[config.mk]
export PLATFORM = sky130hd
export DESIGN_NAME = front_panel_input_qualifier
export DESIGN_NICKNAME = d
export VERILOG_FILES = /design/src/hdl/fpiq_pkg.sv /design/src/hdl/fpiq_cfg_regs.sv /design/src/hdl/fpiq_knob.sv /design/src/hdl/fpiq_core.sv /design/src/hdl/front_panel_input_qualifier.sv
export SDC_FILE = /design/constraint.sdc
export NUM_CORES = 1
export LEC_CHECK = 0
export BUFFER_PORTS_ARGS = -buffer_cell sky130_fd_sc_hd__buf_2
export CORE_MARGIN = 4
export CORE_UTILIZATION = 30
export CTS_CLUSTER_SIZE = 40
export DETAILED_ROUTE_END_ITERATION = 16
export SKIP_LAST_GASP = 1
export SLEW_MARGIN = 20
export SYNTH_ARGS = -nofsm -noshare
export SYNTH_HDL_FRONTEND = slang
export SYNTH_SLANG_ARGS = --single-unit
[constraint.sdc]
create_clock -name clk_i -period 18.5 [get_ports clk_i]
set_input_delay 0.925 -clock clk_i [delete_from_list [all_inputs] [get_ports clk_i]]
set_output_delay 0.925 -clock clk_i [all_outputs]
set_load 0.02 [all_outputs]
[src/hdl/fpiq_pkg.sv]
`timescale 1ns / 1ps
// ----------------------------------------------------------------------------
// fpiq_pkg
// Shared types and constants for the front panel input qualifier.
// ----------------------------------------------------------------------------

package fpiq_pkg;

  // Configuration port geometry.
  localparam int CfgIdxW  = 3;
  localparam int CfgDataW = 16;

  // Configuration register indexes.
  localparam logic [CfgIdxW-1:0] CFG_COOLDOWN  = 3'd0;
  localparam logic [CfgIdxW-1:0] CFG_KNOB_STEP = 3'd1;
  localparam logic [CfgIdxW-1:0] CFG_GLITCH    = 3'd2;
  localparam logic [CfgIdxW-1:0] CFG_TEST_IDX  = 3'd3;
  localparam logic [CfgIdxW-1:0] CFG_POPUP     = 3'd4;

  // Configuration reset values.
  localparam logic [15:0] COOLDOWN_RST  = 16'd200;
  localparam logic [5:0]  KNOB_STEP_RST = 6'd5;
  localparam logic [7:0]  GLITCH_RST    = 8'd20;
  localparam logic [2:0]  TEST_IDX_RST  = 3'd7;
  localparam logic [15:0] POPUP_RST     = 16'd3000;

  // Event codes.
  localparam logic [2:0] EV_NONE   = 3'd0;
  localparam logic [2:0] EV_UP     = 3'd1;
  localparam logic [2:0] EV_DOWN   = 3'd2;
  localparam logic [2:0] EV_TEST   = 3'd3;
  localparam logic [2:0] EV_PREV   = 3'd4;
  localparam logic [2:0] EV_NEXT   = 3'd5;
  localparam logic [2:0] EV_RESET  = 3'd6;
  localparam logic [2:0] EV_VOLUME = 3'd7;

  // Screen modes.
  localparam logic [1:0] MODE_HOME     = 2'd0;
  localparam logic [1:0] MODE_SETTINGS = 2'd1;
  localparam logic [1:0] MODE_RESET    = 2'd2;
  localparam logic [1:0] MODE_VOLUME   = 2'd3;

  // Knob scaling: (1023 - raw) / 5 as a multiply by 205 and a shift by 10,
  // exact for every 10-bit operand.
  localparam logic [9:0] KNOB_FULL  = 10'd1023;
  localparam logic [7:0] KNOB_RECIP = 8'd205;
  localparam int         KnobShift  = 10;

  // Volume snap points.
  localparam logic [9:0] SNAP_MID_HI = 10'd105;
  localparam logic [9:0] SNAP_MID_LO = 10'd95;
  localparam logic [9:0] SNAP_TOP_LO = 10'd195;
  localparam logic [9:0] SNAP_BOT_HI = 10'd5;
  localparam logic [7:0] VOL_MID     = 8'd100;
  localparam logic [7:0] VOL_MAX     = 8'd200;
  localparam logic [7:0] VOL_MIN     = 8'd0;

  // Configuration register set.
  typedef struct packed {
    logic [15:0] cooldown_ms;
    logic [5:0]  knob_step;
    logic [7:0]  glitch_window;
    logic [2:0]  test_menu_index;
    logic [15:0] popup_timeout_ms;
  } cfg_t;

  // Knob qualification result.
  typedef struct packed {
    logic       qualified;
    logic [7:0] level;
  } knob_t;

  // One result item.
  typedef struct packed {
    logic [2:0]  event_code;
    logic [2:0]  menu_position;
    logic [1:0]  screen_mode;
    logic [7:0]  volume_level;
    logic [31:0] exit_deadline_ms;
  } result_t;

endpackage

[src/hdl/fpiq_cfg_regs.sv]
`timescale 1ns / 1ps
// ----------------------------------------------------------------------------
// fpiq_cfg_regs
// Configuration registers, written through a plain write port.
// ----------------------------------------------------------------------------

module fpiq_cfg_regs (
  input  logic                           clk_i,
  input  logic                           rst_ni,
  input  logic                           cfg_we_i,
  input  logic [fpiq_pkg::CfgIdxW-1:0]   cfg_idx_i,
  input  logic [fpiq_pkg::CfgDataW-1:0]  cfg_wdata_i,
  output fpiq_pkg::cfg_t                 cfg_o
);

  fpiq_pkg::cfg_t cfg_q;

  // Register writes; indexes past the last register are ignored.
  always_ff @(posedge clk_i or negedge rst_ni) begin
    if (!rst_ni) begin
      cfg_q.cooldown_ms      <= fpiq_pkg::COOLDOWN_RST;
      cfg_q.knob_step        <= fpiq_pkg::KNOB_STEP_RST;
      cfg_q.glitch_window    <= fpiq_pkg::GLITCH_RST;
      cfg_q.test_menu_index  <= fpiq_pkg::TEST_IDX_RST;
      cfg_q.popup_timeout_ms <= fpiq_pkg::POPUP_RST;
    end else if (cfg_we_i) begin
      case (cfg_idx_i)
        fpiq_pkg::CFG_COOLDOWN:  cfg_q.cooldown_ms      <= cfg_wdata_i;
        fpiq_pkg::CFG_KNOB_STEP: cfg_q.knob_step        <= cfg_wdata_i[5:0];
        fpiq_pkg::CFG_GLITCH:    cfg_q.glitch_window    <= cfg_wdata_i[7:0];
        fpiq_pkg::CFG_TEST_IDX:  cfg_q.test_menu_index  <= cfg_wdata_i[2:0];
        fpiq_pkg::CFG_POPUP:     cfg_q.popup_timeout_ms <= cfg_wdata_i;
        default: ;
      endcase
    end
  end

  assign cfg_o = cfg_q;

endmodule

[src/hdl/fpiq_knob.sv]
`timescale 1ns / 1ps
// ----------------------------------------------------------------------------
// fpiq_knob
// Scales the knob sample and checks it against step and glitch limits.
// ----------------------------------------------------------------------------

module fpiq_knob (
  input  logic [9:0]     knob_raw_i,
  input  logic [7:0]     last_volume_i,
  input  fpiq_pkg::cfg_t cfg_i,
  output fpiq_pkg::knob_t knob_o
);

  logic [9:0]  inv;
  logic [17:0] prod;
  logic [9:0]  level;
  logic [9:0]  last;
  logic [9:0]  step;
  logic [9:0]  gwin;
  logic        moved;
  logic        sane;
  logic [7:0]  snapped;

  // Reverse the knob and divide by five through the reciprocal.
  assign inv   = fpiq_pkg::KNOB_FULL - knob_raw_i;
  assign prod  = 18'(inv) * 18'(fpiq_pkg::KNOB_RECIP);
  assign level = {2'b00, prod[fpiq_pkg::KnobShift +: 8]};

  assign last = {2'b00, last_volume_i};
  assign step = {4'b0000, cfg_i.knob_step};
  assign gwin = {2'b00, cfg_i.glitch_window};

  // The change must reach the step but stay inside the glitch window.
  assign moved = (level >= last + step) || (level + step <= last);
  assign sane  = (level < last + gwin) && (level + gwin > last);

  // Snap near the middle and both ends of the range.
  always_comb begin
    if (level <= fpiq_pkg::SNAP_MID_HI && level >= fpiq_pkg::SNAP_MID_LO) begin
      snapped = fpiq_pkg::VOL_MID;
    end else if (level > fpiq_pkg::SNAP_TOP_LO) begin
      snapped = fpiq_pkg::VOL_MAX;
    end else if (level < fpiq_pkg::SNAP_BOT_HI) begin
      snapped = fpiq_pkg::VOL_MIN;
    end else begin
      snapped = level[7:0];
    end
  end

  assign knob_o.qualified = moved && sane;
  assign knob_o.level     = snapped;

endmodule

[src/hdl/fpiq_core.sv]
`timescale 1ns / 1ps
// ----------------------------------------------------------------------------
// fpiq_core
// Button priority, cooldown checks and panel state for one poll.
// ----------------------------------------------------------------------------

module fpiq_core #(
  parameter int MENU_COUNT = 8
) (
  input  logic             clk_i,
  input  logic             rst_ni,
  input  logic             fire_i,
  input  logic [31:0]      now_ms_i,
  input  logic             press_up_i,
  input  logic             press_down_i,
  input  logic             press_left_i,
  input  logic             press_right_i,
  input  logic             press_clear_i,
  input  logic [9:0]       knob_raw_i,
  input  fpiq_pkg::cfg_t   cfg_i,
  output fpiq_pkg::result_t res_o
);

  localparam int IdxW = (MENU_COUNT > 1) ? $clog2(MENU_COUNT) : 1;

  // A stamp is due when stamp + interval <= now, with no wrap of the sum.
  function automatic logic due(input logic [31:0] stamp, input logic [16:0] interval,
                               input logic [31:0] now);
    return ({1'b0, stamp} + 33'(interval)) <= {1'b0, now};
  endfunction

  logic [31:0]     up_time_q, up_time_d;
  logic [31:0]     down_time_q, down_time_d;
  logic [31:0]     left_time_q, left_time_d;
  logic [31:0]     right_time_q, right_time_d;
  logic [31:0]     clear_time_q, clear_time_d;
  logic [31:0]     any_time_q, any_time_d;
  logic [7:0]      volume_q, volume_d;
  logic [IdxW-1:0] menu_q, menu_d;
  logic [1:0]      mode_q, mode_d;
  logic [31:0]     deadline_q, deadline_d;
  logic [2:0]      event_code;

  logic [16:0]     cd;
  logic [16:0]     cd2;
  logic            take_up, take_down, take_left, take_right, take_clear;
  logic            on_test;
  logic            menu_last;
  logic [IdxW+2:0] menu_ext;
  logic [31:0]     deadline_new;
  fpiq_pkg::knob_t knob;

  fpiq_knob u_knob (
    .knob_raw_i    (knob_raw_i),
    .last_volume_i (volume_q),
    .cfg_i         (cfg_i),
    .knob_o        (knob)
  );

  assign cd  = {1'b0, cfg_i.cooldown_ms};
  assign cd2 = {cfg_i.cooldown_ms, 1'b0};

  // Each held button whose own cooldown has passed.
  assign take_up    = press_up_i    && due(up_time_q, cd, now_ms_i);
  assign take_down  = press_down_i  && due(down_time_q, cd, now_ms_i);
  assign take_left  = press_left_i  && due(left_time_q, cd, now_ms_i);
  assign take_right = press_right_i && due(right_time_q, cd, now_ms_i);
  assign take_clear = press_clear_i && due(clear_time_q, cd, now_ms_i);

  assign on_test   = {3'b000, menu_q} == {{IdxW{1'b0}}, cfg_i.test_menu_index};
  assign menu_last = ({1'b0, menu_q} + (IdxW+1)'(1)) >= (IdxW+1)'(MENU_COUNT);
  assign deadline_new = now_ms_i + {16'h0000, cfg_i.popup_timeout_ms};

  // Priority decision: up, down, left, right, reset, then the knob.
  always_comb begin
    up_time_d    = up_time_q;
    down_time_d  = down_time_q;
    left_time_d  = left_time_q;
    right_time_d = right_time_q;
    clear_time_d = clear_time_q;
    any_time_d   = any_time_q;
    volume_d     = volume_q;
    menu_d       = menu_q;
    mode_d       = mode_q;
    deadline_d   = deadline_q;
    event_code   = fpiq_pkg::EV_NONE;
    if (take_up) begin
      if (mode_q == fpiq_pkg::MODE_SETTINGS) begin
        up_time_d  = now_ms_i;
        any_time_d = now_ms_i;
        event_code = on_test ? fpiq_pkg::EV_TEST : fpiq_pkg::EV_UP;
      end
    end else if (take_down) begin
      if (mode_q == fpiq_pkg::MODE_SETTINGS) begin
        down_time_d = now_ms_i;
        any_time_d  = now_ms_i;
        event_code  = on_test ? fpiq_pkg::EV_TEST : fpiq_pkg::EV_DOWN;
      end
    end else if (take_left) begin
      left_time_d = now_ms_i;
      any_time_d  = now_ms_i;
      menu_d      = (menu_q == '0) ? IdxW'(MENU_COUNT - 1) : menu_q - IdxW'(1);
      mode_d      = fpiq_pkg::MODE_SETTINGS;
      event_code  = fpiq_pkg::EV_PREV;
    end else if (take_right) begin
      right_time_d = now_ms_i;
      any_time_d   = now_ms_i;
      menu_d       = menu_last ? '0 : menu_q + IdxW'(1);
      mode_d       = fpiq_pkg::MODE_SETTINGS;
      event_code   = fpiq_pkg::EV_NEXT;
    end else if (take_clear) begin
      clear_time_d = now_ms_i;
      deadline_d   = deadline_new;
      mode_d       = fpiq_pkg::MODE_RESET;
      event_code   = fpiq_pkg::EV_RESET;
    end else if (knob.qualified && due(any_time_q, cd2, now_ms_i)) begin
      volume_d   = knob.level;
      deadline_d = deadline_new;
      mode_d     = fpiq_pkg::MODE_VOLUME;
      event_code = fpiq_pkg::EV_VOLUME;
    end
  end

  // Panel state advances once per transfer into the result register.
  always_ff @(posedge clk_i or negedge rst_ni) begin
    if (!rst_ni) begin
      up_time_q    <= '0;
      down_time_q  <= '0;
      left_time_q  <= '0;
      right_time_q <= '0;
      clear_time_q <= '0;
      any_time_q   <= '0;
      volume_q     <= '0;
      menu_q       <= '0;
      mode_q       <= fpiq_pkg::MODE_HOME;
      deadline_q   <= '0;
    end else if (fire_i) begin
      up_time_q    <= up_time_d;
      down_time_q  <= down_time_d;
      left_time_q  <= left_time_d;
      right_time_q <= right_time_d;
      clear_time_q <= clear_time_d;
      any_time_q   <= any_time_d;
      volume_q     <= volume_d;
      menu_q       <= menu_d;
      mode_q       <= mode_d;
      deadline_q   <= deadline_d;
    end
  end

  // Result shows the state after this poll; the menu index is cut to three bits.
  assign menu_ext = {3'b000, menu_d};

  assign res_o.event_code       = event_code;
  assign res_o.menu_position    = menu_ext[2:0];
  assign res_o.screen_mode      = mode_d;
  assign res_o.volume_level     = volume_d;
  assign res_o.exit_deadline_ms = deadline_d;

endmodule

[src/hdl/front_panel_input_qualifier.sv]
`timescale 1ns / 1ps
// ----------------------------------------------------------------------------
// front_panel_input_qualifier
// Qualifies front panel button and knob polls into panel events.
// ----------------------------------------------------------------------------
// Throughput: one poll per cycle while the result channel is not stalled; the
// input register and result register each hold one item, and the panel state
// is updated as an item enters the result register. Reset clears all panel
// state and loads the default configuration; no clearing pass is needed.

module front_panel_input_qualifier #(
  parameter int MENU_COUNT = 8
) (
  input  logic                          clk_i,
  input  logic                          rst_ni,
  // Configuration write port.
  input  logic                          cfg_we_i,
  input  logic [fpiq_pkg::CfgIdxW-1:0]  cfg_idx_i,
  input  logic [fpiq_pkg::CfgDataW-1:0] cfg_wdata_i,
  // Poll channel.
  input  logic                          in_valid_i,
  output logic                          in_ready_o,
  input  logic [31:0]                   now_ms_i,
  input  logic                          press_up_i,
  input  logic                          press_down_i,
  input  logic                          press_left_i,
  input  logic                          press_right_i,
  input  logic                          press_clear_i,
  input  logic [9:0]                    knob_raw_i,
  // Result channel.
  output logic                          out_valid_o,
  input  logic                          out_ready_i,
  output logic [2:0]                    event_code_o,
  output logic [2:0]                    menu_position_o,
  output logic [1:0]                    screen_mode_o,
  output logic [7:0]                    volume_level_o,
  output logic [31:0]                   exit_deadline_ms_o
);

  fpiq_pkg::cfg_t    cfg;
  fpiq_pkg::result_t res;
  fpiq_pkg::result_t res_q;

  logic        in_valid_q;
  logic [31:0] now_q;
  logic [4:0]  press_q;
  logic [9:0]  knob_q;
  logic        out_valid_q;
  logic        out_free;
  logic        fire;
  logic        in_xfer;

  fpiq_cfg_regs u_cfg (
    .clk_i       (clk_i),
    .rst_ni      (rst_ni),
    .cfg_we_i    (cfg_we_i),
    .cfg_idx_i   (cfg_idx_i),
    .cfg_wdata_i (cfg_wdata_i),
    .cfg_o       (cfg)
  );

  // Pipeline handshake: the result register frees itself when taken.
  assign out_free   = !out_valid_q || out_ready_i;
  assign fire       = in_valid_q && out_free;
  assign in_ready_o = !in_valid_q || out_free;
  assign in_xfer    = in_valid_i && in_ready_o;

  // Input register.
  always_ff @(posedge clk_i or negedge rst_ni) begin
    if (!rst_ni) begin
      in_valid_q <= 1'b0;
    end else if (in_ready_o) begin
      in_valid_q <= in_valid_i;
    end
  end

  always_ff @(posedge clk_i) begin
    if (in_xfer) begin
      now_q   <= now_ms_i;
      press_q <= {press_up_i, press_down_i, press_left_i, press_right_i, press_clear_i};
      knob_q  <= knob_raw_i;
    end
  end

  fpiq_core #(
    .MENU_COUNT (MENU_COUNT)
  ) u_core (
    .clk_i         (clk_i),
    .rst_ni        (rst_ni),
    .fire_i        (fire),
    .now_ms_i      (now_q),
    .press_up_i    (press_q[4]),
    .press_down_i  (press_q[3]),
    .press_left_i  (press_q[2]),
    .press_right_i (press_q[1]),
    .press_clear_i (press_q[0]),
    .knob_raw_i    (knob_q),
    .cfg_i         (cfg),
    .res_o         (res)
  );

  // Result register.
  always_ff @(posedge clk_i or negedge rst_ni) begin
    if (!rst_ni) begin
      out_valid_q <= 1'b0;
    end else if (out_free) begin
      out_valid_q <= in_valid_q;
    end
  end

  always_ff @(posedge clk_i) begin
    if (fire) begin
      res_q <= res;
    end
  end

  assign out_valid_o        = out_valid_q;
  assign event_code_o       = res_q.event_code;
  assign menu_position_o    = res_q.menu_position;
  assign screen_mode_o      = res_q.screen_mode;
  assign volume_level_o     = res_q.volume_level;
  assign exit_deadline_ms_o = res_q.exit_deadline_ms;

  // A volume event always shows the volume screen.
  assert property (@(posedge clk_i) disable iff (!rst_ni)
    (out_valid_o && event_code_o == fpiq_pkg::EV_VOLUME)
      |-> (screen_mode_o == fpiq_pkg::MODE_VOLUME))
    else $error("volume event without volume screen");

  // Menu steps always land in settings mode.
  assert property (@(posedge clk_i) disable iff (!rst_ni)
    (out_valid_o && (event_code_o == fpiq_pkg::EV_PREV || event_code_o == fpiq_pkg::EV_NEXT))
      |-> (screen_mode_o == fpiq_pkg::MODE_SETTINGS))
    else $error("menu step outside settings mode");

  // A reset event always shows the reset screen.
  assert property (@(posedge clk_i) disable iff (!rst_ni)
    (out_valid_o && event_code_o == fpiq_pkg::EV_RESET)
      |-> (screen_mode_o == fpiq_pkg::MODE_RESET))
    else $error("reset event without reset screen");

  // Snapped volume never exceeds full scale.
  assert property (@(posedge clk_i) disable iff (!rst_ni)
    out_valid_o |-> (volume_level_o <= fpiq_pkg::VOL_MAX))
    else $error("volume above full scale");

  // A stalled result register with a held item must block new polls.
  assert property (@(posedge clk_i) disable iff (!rst_ni)
    (in_valid_q && out_valid_q && !out_ready_i) |-> !in_ready_o)
    else $error("poll accepted while pipeline is full");

endmodule
==> results.sh, run 1 <==
export IMPL_synth_top_flop_cell="dfrtp_1"
export IMPL_crit_type="reg -> reg"
export IMPL_finalNonFillerCells=4235
export IMPL_startpoint_type="flop"
export IMPL_drc=0
export IMPL_final_common_cell="ha_1"
export IMPL_avgSynthCellArea_um2=10.4
export IMPL_reg2reg_slack_ns=9.80
export IMPL_drt_total_wl_um=79000
export IMPL_rr_worst_depth=30
export IMPL_antenna_found_initial=3
export IMPL_insertion_delay_ns=0.60
export IMPL_fin_crit_ns=8.70
export IMPL_avgRoutedWirePerCell_um=18.7
export IMPL_ir_drop_v=0.000152
export IMPL_setup_slack_ns=9.80
export IMPL_fmax_ghz=0.115
export IMPL_clock_path_buffers=3
export IMPL_grt_util_all_layers_pct=15.3
export IMPL_start_util_pct=30.3
export IMPL_synth_distinct_cells=91
export IMPL_synthesis_area_um2=28800
export IMPL_layout_nets=3442
export IMPL_yosysTopAreaCellShare_pct=23.5
export IMPL_htreeDepth=2
export IMPL_grt_max_degree=111
export IMPL_post_place_cells=4141
export IMPL_postCtsResizedCells=0
export IMPL_cp_data_arrival_time_ns=9.17
export IMPL_dieArea_um2=101000
export IMPL_yosys_area_top_type="dfrtp_1"
export IMPL_final_cell_mix="ha_1, dfrtp_1, mux2_2, nand2_1, inv_1"
export IMPL_endpoint_kind="flop"
export IMPL_status="finished clean"
export IMPL_cts_tree="built"
export IMPL_via_per_inst=5.03
export IMPL_finalSetupViolCount=0
export IMPL_slew_limit_headroom_pct=31.6
export IMPL_drt_initial_drc_count=1120
export IMPL_drive_gt1_share_pct=17.0
export IMPL_ant_nets=0
export IMPL_crit_required_ns=18.97
export IMPL_r2r_end="u_core.deadline_q[23]"
export IMPL_core_um2=95200
export IMPL_drv_cap=0
export IMPL_portBuffers=120
export IMPL_cts_sinks=383
export IMPL_area_delta_synth_final_pct=13.0
export IMPL_critPathSlowestCell="nand3_2"
export IMPL_rsz0062_at_grt="no"
export IMPL_fp_dieW_um=318
export IMPL_fp_dieH_um=318
export IMPL_ys_warn_count=0
export IMPL_synth_edf_count=95
export IMPL_timing_critical_path_to="u_core.deadline_q[23]"
export IMPL_worst_slew_pin_slew_ns=1.02
export IMPL_dp_hpwl_um=61100
export IMPL_hold_buffers=0
export IMPL_hold_path_class="in -> async"
export IMPL_n_fill_cell=9617
export IMPL_row_count=113
export IMPL_crit_start="knob_q[3]"
export IMPL_grt_first_pass_wirelength_um=123000
export IMPL_ios=121
export IMPL_root_buffer="clkbuf_16"
export IMPL_critPathMaxStageDelay_ns=0.80
export IMPL_r2r_start="knob_q[3]"
export IMPL_p_leak_uw=0.0151
export IMPL_setup_tns_ns=0
export IMPL_ys_seq_elements=383
export IMPL_overflow=0
export IMPL_cp_common_cell="inv_1"
export IMPL_fin_crit_sh_pct=47.0
export IMPL_vias=21300
export IMPL_power_per_cell_area_nw_per_um2=184
export IMPL_final_max_slew_viol_count=0
export IMPL_clkTransAtPathRegs_ns=0.05
export IMPL_syn_nets=3295
export IMPL_hold_viol_final=0
export IMPL_final_util_pct=34.2
export IMPL_ys_seq_area_share_pct=35.0
export IMPL_grt_pass1_vias=21500
export IMPL_pre_cts_slack_ns=9.80
export IMPL_numCtsBuffers=49
export IMPL_async_flop_share_pct=75.2
export IMPL_dr_pass1_iters=5
export IMPL_synthCells=2780
export IMPL_gp_congestion=0.852
export IMPL_finalClockSkew_ns=0.0203
export IMPL_synthTopCellsByArea="dfrtp_1, ha_1, edfxtp_1"
export IMPL_cts_setup_buffers=0
export IMPL_crit_fanout=33
[layout make-up]
cell class,count,area [um^2],share of cell area (%)
Clock buffer,75,1430,4.37
Antenna cell,2,5.00,0.0154
Timing Repair Buffer,138,746,2.29
Tap cell,1265,1580,4.86
Multi-Input combinational cell,2179,17900,54.9
Sequential cell,383,10100,30.9
Inverter,176,661,2.03
Clock inverter,17,186,0.572
[how the worst min path moves through the flow]
stage,slack (ns),from,endpoint
floorplan,0.45,u_core.down_time_q[26],u_core.down_time_q[26]
global placement,0.47,u_core.down_time_q[26],u_core.down_time_q[26]
detailed placement,0.47,u_core.down_time_q[14],u_core.down_time_q[14]
CTS,0.45,rst_ni,in_valid_q
global route,0.42,rst_ni,in_valid_q
finish,0.34,rst_ni,in_valid_q
[power breakdown]
part / total [uW] / leakage, uW / internal, uW / switching (uW)
clock network: 966 / 0.000795 / 574 / 392
registers: 1490 / 0.00441 / 1210 / 287
logic: 3540 / 0.00987 / 1630 / 1910
[synthesized netlist by cell type (17+ instances only)]
master and count:
o21a_1 36, o21ai_0 149, inv_1 173, nand3_1 60, xnor2_1 154, edfxtp_1 95
nand2_1 196, fa_1 28, mux2_4 26, ha_1 416, nor2b_1 29, nor3_1 46
a21o_1 92, nand4_1 58, a21oi_1 166, clkbuf_1 22, dfrtp_1 271, dfstp_2 17
and2_1 17, xor2_1 87, o21bai_1 23, mux2_2 207, nor2_1 119, nand2b_1 29
and3_1 21, mux2i_1 17
[state kept, by name, indices dropped and copies added (netlist names)]
register             count
knob_q                  10
u_core.right_time_q     32
u_core.mode_q            2
now_q                   32
u_core.clear_time_q     32
out_valid_o              1
u_cfg.cfg_o             49
in_valid_q               1
press_q                  5
volume_level_o           8
event_code_o             3
u_core.left_time_q      32
u_core.deadline_q       32
exit_deadline_ms_o      32
u_core.menu_q            3
u_core.volume_q          8
menu_position_o          3
u_core.up_time_q        32
u_core.down_time_q      32
screen_mode_o            2
u_core.any_time_q       32
[logic make-up after synthesis]
group                      synth area share, %
and+or+nand+nor                           11.1
AOI/OAI and AO/OA                         13.1
adders and majority gates                 20.0
DFF                                       35.0
muxes                                     10.4
xor gates and xnor gates                  7.32
buffers and inverters                     3.04
[per-layer routing]
metal | share of wire, % | global-route usage (%) | vias up
met3 | 4.2 | 1.97 | 87
met2 | 49 | 27.1 | 384
met5 | 0.025 | 0 | -
met4 | 1.8 | 3.15 | 2
li1 | - | - | 10400
met1 | 45 | 20.1 | 10400
[per-stage QoR]
stage,instance area (um^2),hold WS [ns],total power (uW)
after floorplan,28800,0.450,4160
after global placement,31000,0.466,4950
after detailed placement,31000,0.474,5010
after CTS,32600,0.451,6030
after global routing,32600,0.416,6560
final,32600,0.340,6000
[critical path: cells and delay by family, from the launching register on]
| family | cells | cell delay (ns) |
|---|---|---|
| XOR/XNOR | 2 | 0.68 |
| buffers and inverters | 6 | 0.37 |
| multiplexers | 1 | 0.63 |
| flip-flops | 1 | 0.32 |
| AND/OR/NAND/NOR | 3 | 1.47 |
| AO/OA/AOI/OAI | 11 | 2.28 |
| adder cells (fa/ha/maj) | 7 | 2.79 |
Power figures use the tool's default switching activity.
==> run 2, diff against run 1 <==
==> constraint.sdc (replaced) <==
create_clock -name clk_i -period 8.43 [get_ports clk_i]
set_input_delay 0.4215 -clock clk_i [delete_from_list [all_inputs] [get_ports clk_i]]
set_output_delay 0.4215 -clock clk_i [all_outputs]
set_load 0.02 [all_outputs]
==> run 2 against run 1 <==
  * Hold slack lost 0.31 ns
  * Final area rose by 1.3%
  * Fmax increased by 8.6%
  * Setup slack got worse by 9.4 ns
  * Clock-buffer cell count is 11 lower
  * Non-clock buffer count rose by 52
  * Final cell count increased by 1.1%
  * Global-route usage grew 0.11 points
  * Combinational power rose by 120%
  * Critical endpoint is now exit_deadline_ms_o[5]
==> results.sh, run 2 (synthesized netlist as in run 1, its figures left out) <==
export IMPL_slew_limit_headroom_pct=32.5
export IMPL_drt_initial_drc_count=1235
export IMPL_endpoint_kind="flop"
export IMPL_via_per_inst=5.03
export IMPL_power_uw=13100
export IMPL_p_leak_uw=0.0152
export IMPL_ant_nets=0
export IMPL_cp_common_cell="inv_1"
export IMPL_cts_tree="built"
export IMPL_crit_required_ns=8.76
export IMPL_cts_setup_buffers=0
export IMPL_path_buf_inv=7
export IMPL_dieArea_um2=101000
export IMPL_clkTransAtPathRegs_ns=0.05
export IMPL_status="finished clean"
export IMPL_overflow=0
export IMPL_hold_path_class="in -> reg"
export IMPL_fin_crit_ns=8.01
export IMPL_core_um2=95200
export IMPL_row_count=113
export IMPL_critPathMaxStageDelay_ns=0.64
export IMPL_critPathSlowestCell="or4b_2"
export IMPL_avgRoutedWirePerCell_um=18.6
export IMPL_ios=121
export IMPL_worst_slew_pin_slew_ns=1.01
export IMPL_dr_pass1_iters=5
export IMPL_gp_congestion=0.862
export IMPL_crit_type="reg -> reg"
export IMPL_finalNonFillerCells=4281
export IMPL_grt_first_pass_wirelength_um=125000
export IMPL_drive_gt1_share_pct=16.9
export IMPL_grt_util_all_layers_pct=15.4
export IMPL_vias=21600
export IMPL_crit_fanout=19
export IMPL_finalClockSkew_ns=0.0529
export IMPL_cp_data_arrival_time_ns=8.34
export IMPL_final_cell_mix="ha_1, dfrtp_1, mux2_2, nand2_1, inv_1"
export IMPL_final_max_slew_viol_count=0
export IMPL_reg2reg_slack_ns=0.42
export IMPL_n_fill_cell=9581
export IMPL_drt_total_wl_um=79500
export IMPL_path_delay_family="adder cells"
export IMPL_clock_path_buffers=3
export IMPL_portBuffers=120
export IMPL_layout_nets=3492
export IMPL_fp_dieW_um=318
export IMPL_rsz0062_at_grt="no"
export IMPL_fmax_ghz=0.125
export IMPL_whs_ns=0.0340
export IMPL_grt_pass1_vias=21800
export IMPL_area_delta_synth_final_pct=14.4
export IMPL_power_per_cell_area_nw_per_um2=397
export IMPL_cts_sinks=383
export IMPL_htreeDepth=2
export IMPL_numCtsBuffers=47
export IMPL_hold_viol_final=0
export IMPL_largest_reg_flops=49
export IMPL_antenna_found_initial=4
export IMPL_drv_cap=0
export IMPL_ir_drop_v=0.000408
export IMPL_root_buffer="clkbuf_16"
export IMPL_final_common_cell="ha_1"
export IMPL_fin_crit_sh_pct=95.0
export IMPL_grt_max_degree=110
export IMPL_start_util_pct=30.3
export IMPL_drc=0
export IMPL_dp_hpwl_um=61800
export IMPL_final_util_pct=34.7
export IMPL_startpoint_type="flop"
export IMPL_post_place_cells=4150
export IMPL_fp_dieH_um=318
export IMPL_finalSetupViolCount=0
export IMPL_insertion_delay_ns=0.61
export IMPL_setup_tns_ns=0
run 2: worst paths after layout:
check / to / depth (start not counted) / from
worst max-delay path: exit_deadline_ms_o[5] / 30 / knob_q[3]
worst min-delay path: press_q[1] / 1 / press_right_i
worst max register to register: exit_deadline_ms_o[5] / 30 / knob_q[3]
worst min register to register: u_core.up_time_q[12] / 2 / u_core.up_time_q[12]
max in group asynchronous: u_core.up_time_q[5] / 3 / rst_ni
min in group asynchronous: in_valid_q / 2 / rst_ni
run 2: power by group:
part	switching (uW)	total (uW)	internal [uW]
clock network	850	1980	1130
logic	4220	7850	3620
registers	629	3270	2650
total	5700	13100	7400
run 2: metrics by stage:
step	area [um^2]	worst slack (ns)
floorplan	28800	0.981
global placement	31100	0.507
detailed placement	31100	0.434
CTS	33000	0.345
global route	33000	0.0560
finish	33000	0.422
run 2: timing repair:
action | in CTS | in global routing
gates resized for setup | 0 | 3
hold buffers | 43 | 0
hold endpoints to repair | 141 | 0
endpoints found under the setup margin | 0 | 18
run 2: layer usage:
| layer | wire, um | part of all wire [%] | up-vias | track usage, % |
|---|---|---|---|---|
| met1 | 36200 | 46 | 10500 | 20.5 |
| met3 | 3380 | 4.3 | 96 | 2.04 |
| met4 | 1710 | 2.2 | 4 | 3.65 |
| met2 | 38100 | 48 | 411 | 26.7 |
| li1 | - | - | 10500 | - |
| met5 | 34 | 0.043 | - | 0 |
run 2: final cells by class:
cell class                 instances  area, um^2  share of cell area, %
sequential                       383       10100                   30.6
clock inverter                    23         219                  0.664
antenna                            1        2.50                0.00758
tap                             1265        1580                   4.80
multi-input combinational       2179       17900                   54.3
inverter                         176         661                   2.00
clock buffer                      64        1280                   3.88
timing repair buffer             190        1270                   3.85
==> run 3, diff against run 2 <==
--- a/config.mk
+++ b/config.mk
@@ -6,10 +6,13 @@
 export NUM_CORES = 1
 export LEC_CHECK = 0
 export BUFFER_PORTS_ARGS = -buffer_cell sky130_fd_sc_hd__buf_2
+export CELL_PAD_IN_SITES_DETAIL_PLACEMENT = 0
+export CELL_PAD_IN_SITES_GLOBAL_PLACEMENT = 1
 export CORE_MARGIN = 4
 export CORE_UTILIZATION = 30
 export CTS_CLUSTER_SIZE = 40
 export DETAILED_ROUTE_END_ITERATION = 16
+export PLACE_DENSITY_LB_ADDON = 0.1
 export SKIP_LAST_GASP = 1
 export SLEW_MARGIN = 20
 export SYNTH_ARGS = -nofsm -noshare
==> run 3 against run 2 <==
  * First-iteration DRC count fell by 16%
  * Sequential power hardly changed
  * Final cell count up 0.70%
  * Power is 3.8% higher
==> results.sh, run 3 (synthesized netlist as in run 1, its figures left out) <==
export IMPL_status="finished clean"
export IMPL_start_util_pct=30.3
export IMPL_finalNonFillerCells=4311
export IMPL_rsz0062_at_grt="no"
export IMPL_largest_reg_flops=49
export IMPL_dieArea_um2=101000
export IMPL_dr_pass1_iters=5
export IMPL_dp_hpwl_um=70400
export IMPL_final_cell_mix="ha_1, dfrtp_1, mux2_2, nand2_1, inv_1"
export IMPL_grt_first_pass_wirelength_um=138000
export IMPL_cts_tree="built"
export IMPL_endpoint_kind="flop"
export IMPL_setup_tns_ns=0
export IMPL_reg2reg_slack_ns=0.54
export IMPL_ir_drop_v=0.000300
export IMPL_fp_dieW_um=318
export IMPL_critPathSlowestCell="or4b_2"
export IMPL_hold_path_class="in -> reg"
export IMPL_core_um2=95200
export IMPL_vias=21600
export IMPL_insertion_delay_ns=0.64
export IMPL_row_count=113
export IMPL_grt_max_degree=122
export IMPL_drive_gt1_share_pct=17.5
export IMPL_startpoint_type="flop"
export IMPL_grt_pass1_vias=22600
export IMPL_numCtsBuffers=51
export IMPL_drt_initial_drc_count=1043
export IMPL_overflow=0
export IMPL_gp_congestion=0.871
export IMPL_drt_total_wl_um=89800
export IMPL_ant_nets=0
export IMPL_pre_cts_slack_ns=0.362
export IMPL_layout_nets=3514
export IMPL_p_leak_uw=0.0155
export IMPL_finalClockSkew_ns=0.0233
export IMPL_setup_slack_ns=0.536
export IMPL_cp_common_cell="inv_1"
export IMPL_crit_type="reg -> reg"
export IMPL_drc=0
export IMPL_via_per_inst=5.00
export IMPL_power_per_cell_area_nw_per_um2=407
export IMPL_antenna_found_initial=1
export IMPL_fmax_ghz=0.127
export IMPL_portBuffers=120
export IMPL_crit_required_ns=8.81
export IMPL_root_buffer="clkbuf_16"
export IMPL_slew_limit_headroom_pct=24.9
export IMPL_htreeDepth=2
export IMPL_fp_dieH_um=318
export IMPL_cts_sinks=383
export IMPL_avgRoutedWirePerCell_um=20.8
export IMPL_drv_cap=0
export IMPL_final_max_slew_viol_count=0
export IMPL_worst_slew_pin_slew_ns=1.12
export IMPL_finalSetupViolCount=0
export IMPL_area_delta_synth_final_pct=15.9
export IMPL_hold_viol_final=0
export IMPL_fin_crit_ns=7.89
export IMPL_cp_data_arrival_time_ns=8.27
export IMPL_post_place_cells=4159
export IMPL_cts_setup_buffers=0
export IMPL_fin_crit_sh_pct=93.6
export IMPL_final_common_cell="ha_1"
export IMPL_grt_util_all_layers_pct=17.5
export IMPL_clock_path_buffers=3
export IMPL_critPathMaxStageDelay_ns=0.64
export IMPL_crit_fanout=34
export IMPL_ios=121
export IMPL_clkTransAtPathRegs_ns=0.06
[run 3: changes by cell type in the layout (fill, tap and decap cells not counted), moves of 2 or more]
cell and change:
buf_4 +8, diode_2 +3, clkbuf_8 +10, clkbuf_1 -3, clkbuf_16 +5, clkinv_4 -2
dlygate4sd3_1 +9
[run 3: cell type report]
type                            instances  area (um^2)
Inverter                              176          661
Timing Repair Buffer                  208         1440
Multi-Input combinational cell       2179        17900
Sequential cell                       383        10100
Clock buffer                           76         1530
Tap cell                             1265         1580
Fill cell                            9557        61700
Clock inverter                         20          219
Antenna cell                            4         10.0
[run 3: per-layer routing]
metal | routed length [um] | global-route usage [%] | vias up
li1 | - | - | 10600
met5 | 0 | 0 | -
met1 | 40900 | 22.5 | 10700
met2 | 44800 | 31.4 | 231
met4 | 1870 | 4.26 | 0
met3 | 2210 | 2.04 | 100
[run 3: path summary, 6_finish.rpt]
path / start / endpoint / cells past startpoint
setup / recovery: knob_q[4] / exit_deadline_ms_o[23] / 29
hold / removal: cfg_wdata_i[10] / u_cfg.cfg_o[10] / 2
setup reg to reg: knob_q[4] / exit_deadline_ms_o[23] / 29
hold reg to reg: u_core.down_time_q[11] / u_core.down_time_q[11] / 2
max in group asynchronous: rst_ni / u_cfg.cfg_o[25] / 3
min in group asynchronous: rst_ni / u_core.down_time_q[6] / 2
[run 3: stage by stage]
stage	hold slack (ns)	utilization, %	power, uW	area [um^2]
floorplan	0.126	-	9130	28800
global placement	0.469	32.7	11300	31100
detailed placement	0.474	32.7	11400	31100
CTS	0.00675	35.1	13800	33400
global route	0.0288	35.1	15000	33400
finish	0.0534	35.1	13600	33400
[run 3: repair_timing]
item                                   in CTS  in global routing
hold buffers                               52                  0
setup endpoints to repair                   0                 31
endpoints found under the hold margin     151                  0
gates resized for setup                     0                  2
[run 3: power breakdown]
group | leakage, uW | switching [uW] | internal [uW] | total, uW
logic | 0.0102 | 4370 | 3660 | 8040
clock network | 0.000859 | 918 | 1350 | 2270
registers | 0.00441 | 652 | 2650 | 3300
total | 0.0155 | 5940 | 7660 | 13600
[run 3: critical path, delay by kind of cell (launching register included)]
kind	cells	cell delay, ns
xor+xnor	1	0.14
compound gates	10	2.00
simple gates	4	1.54
flops	1	0.33
fa+ha+maj	7	2.70
buf+inv	6	0.49
mux	1	0.39
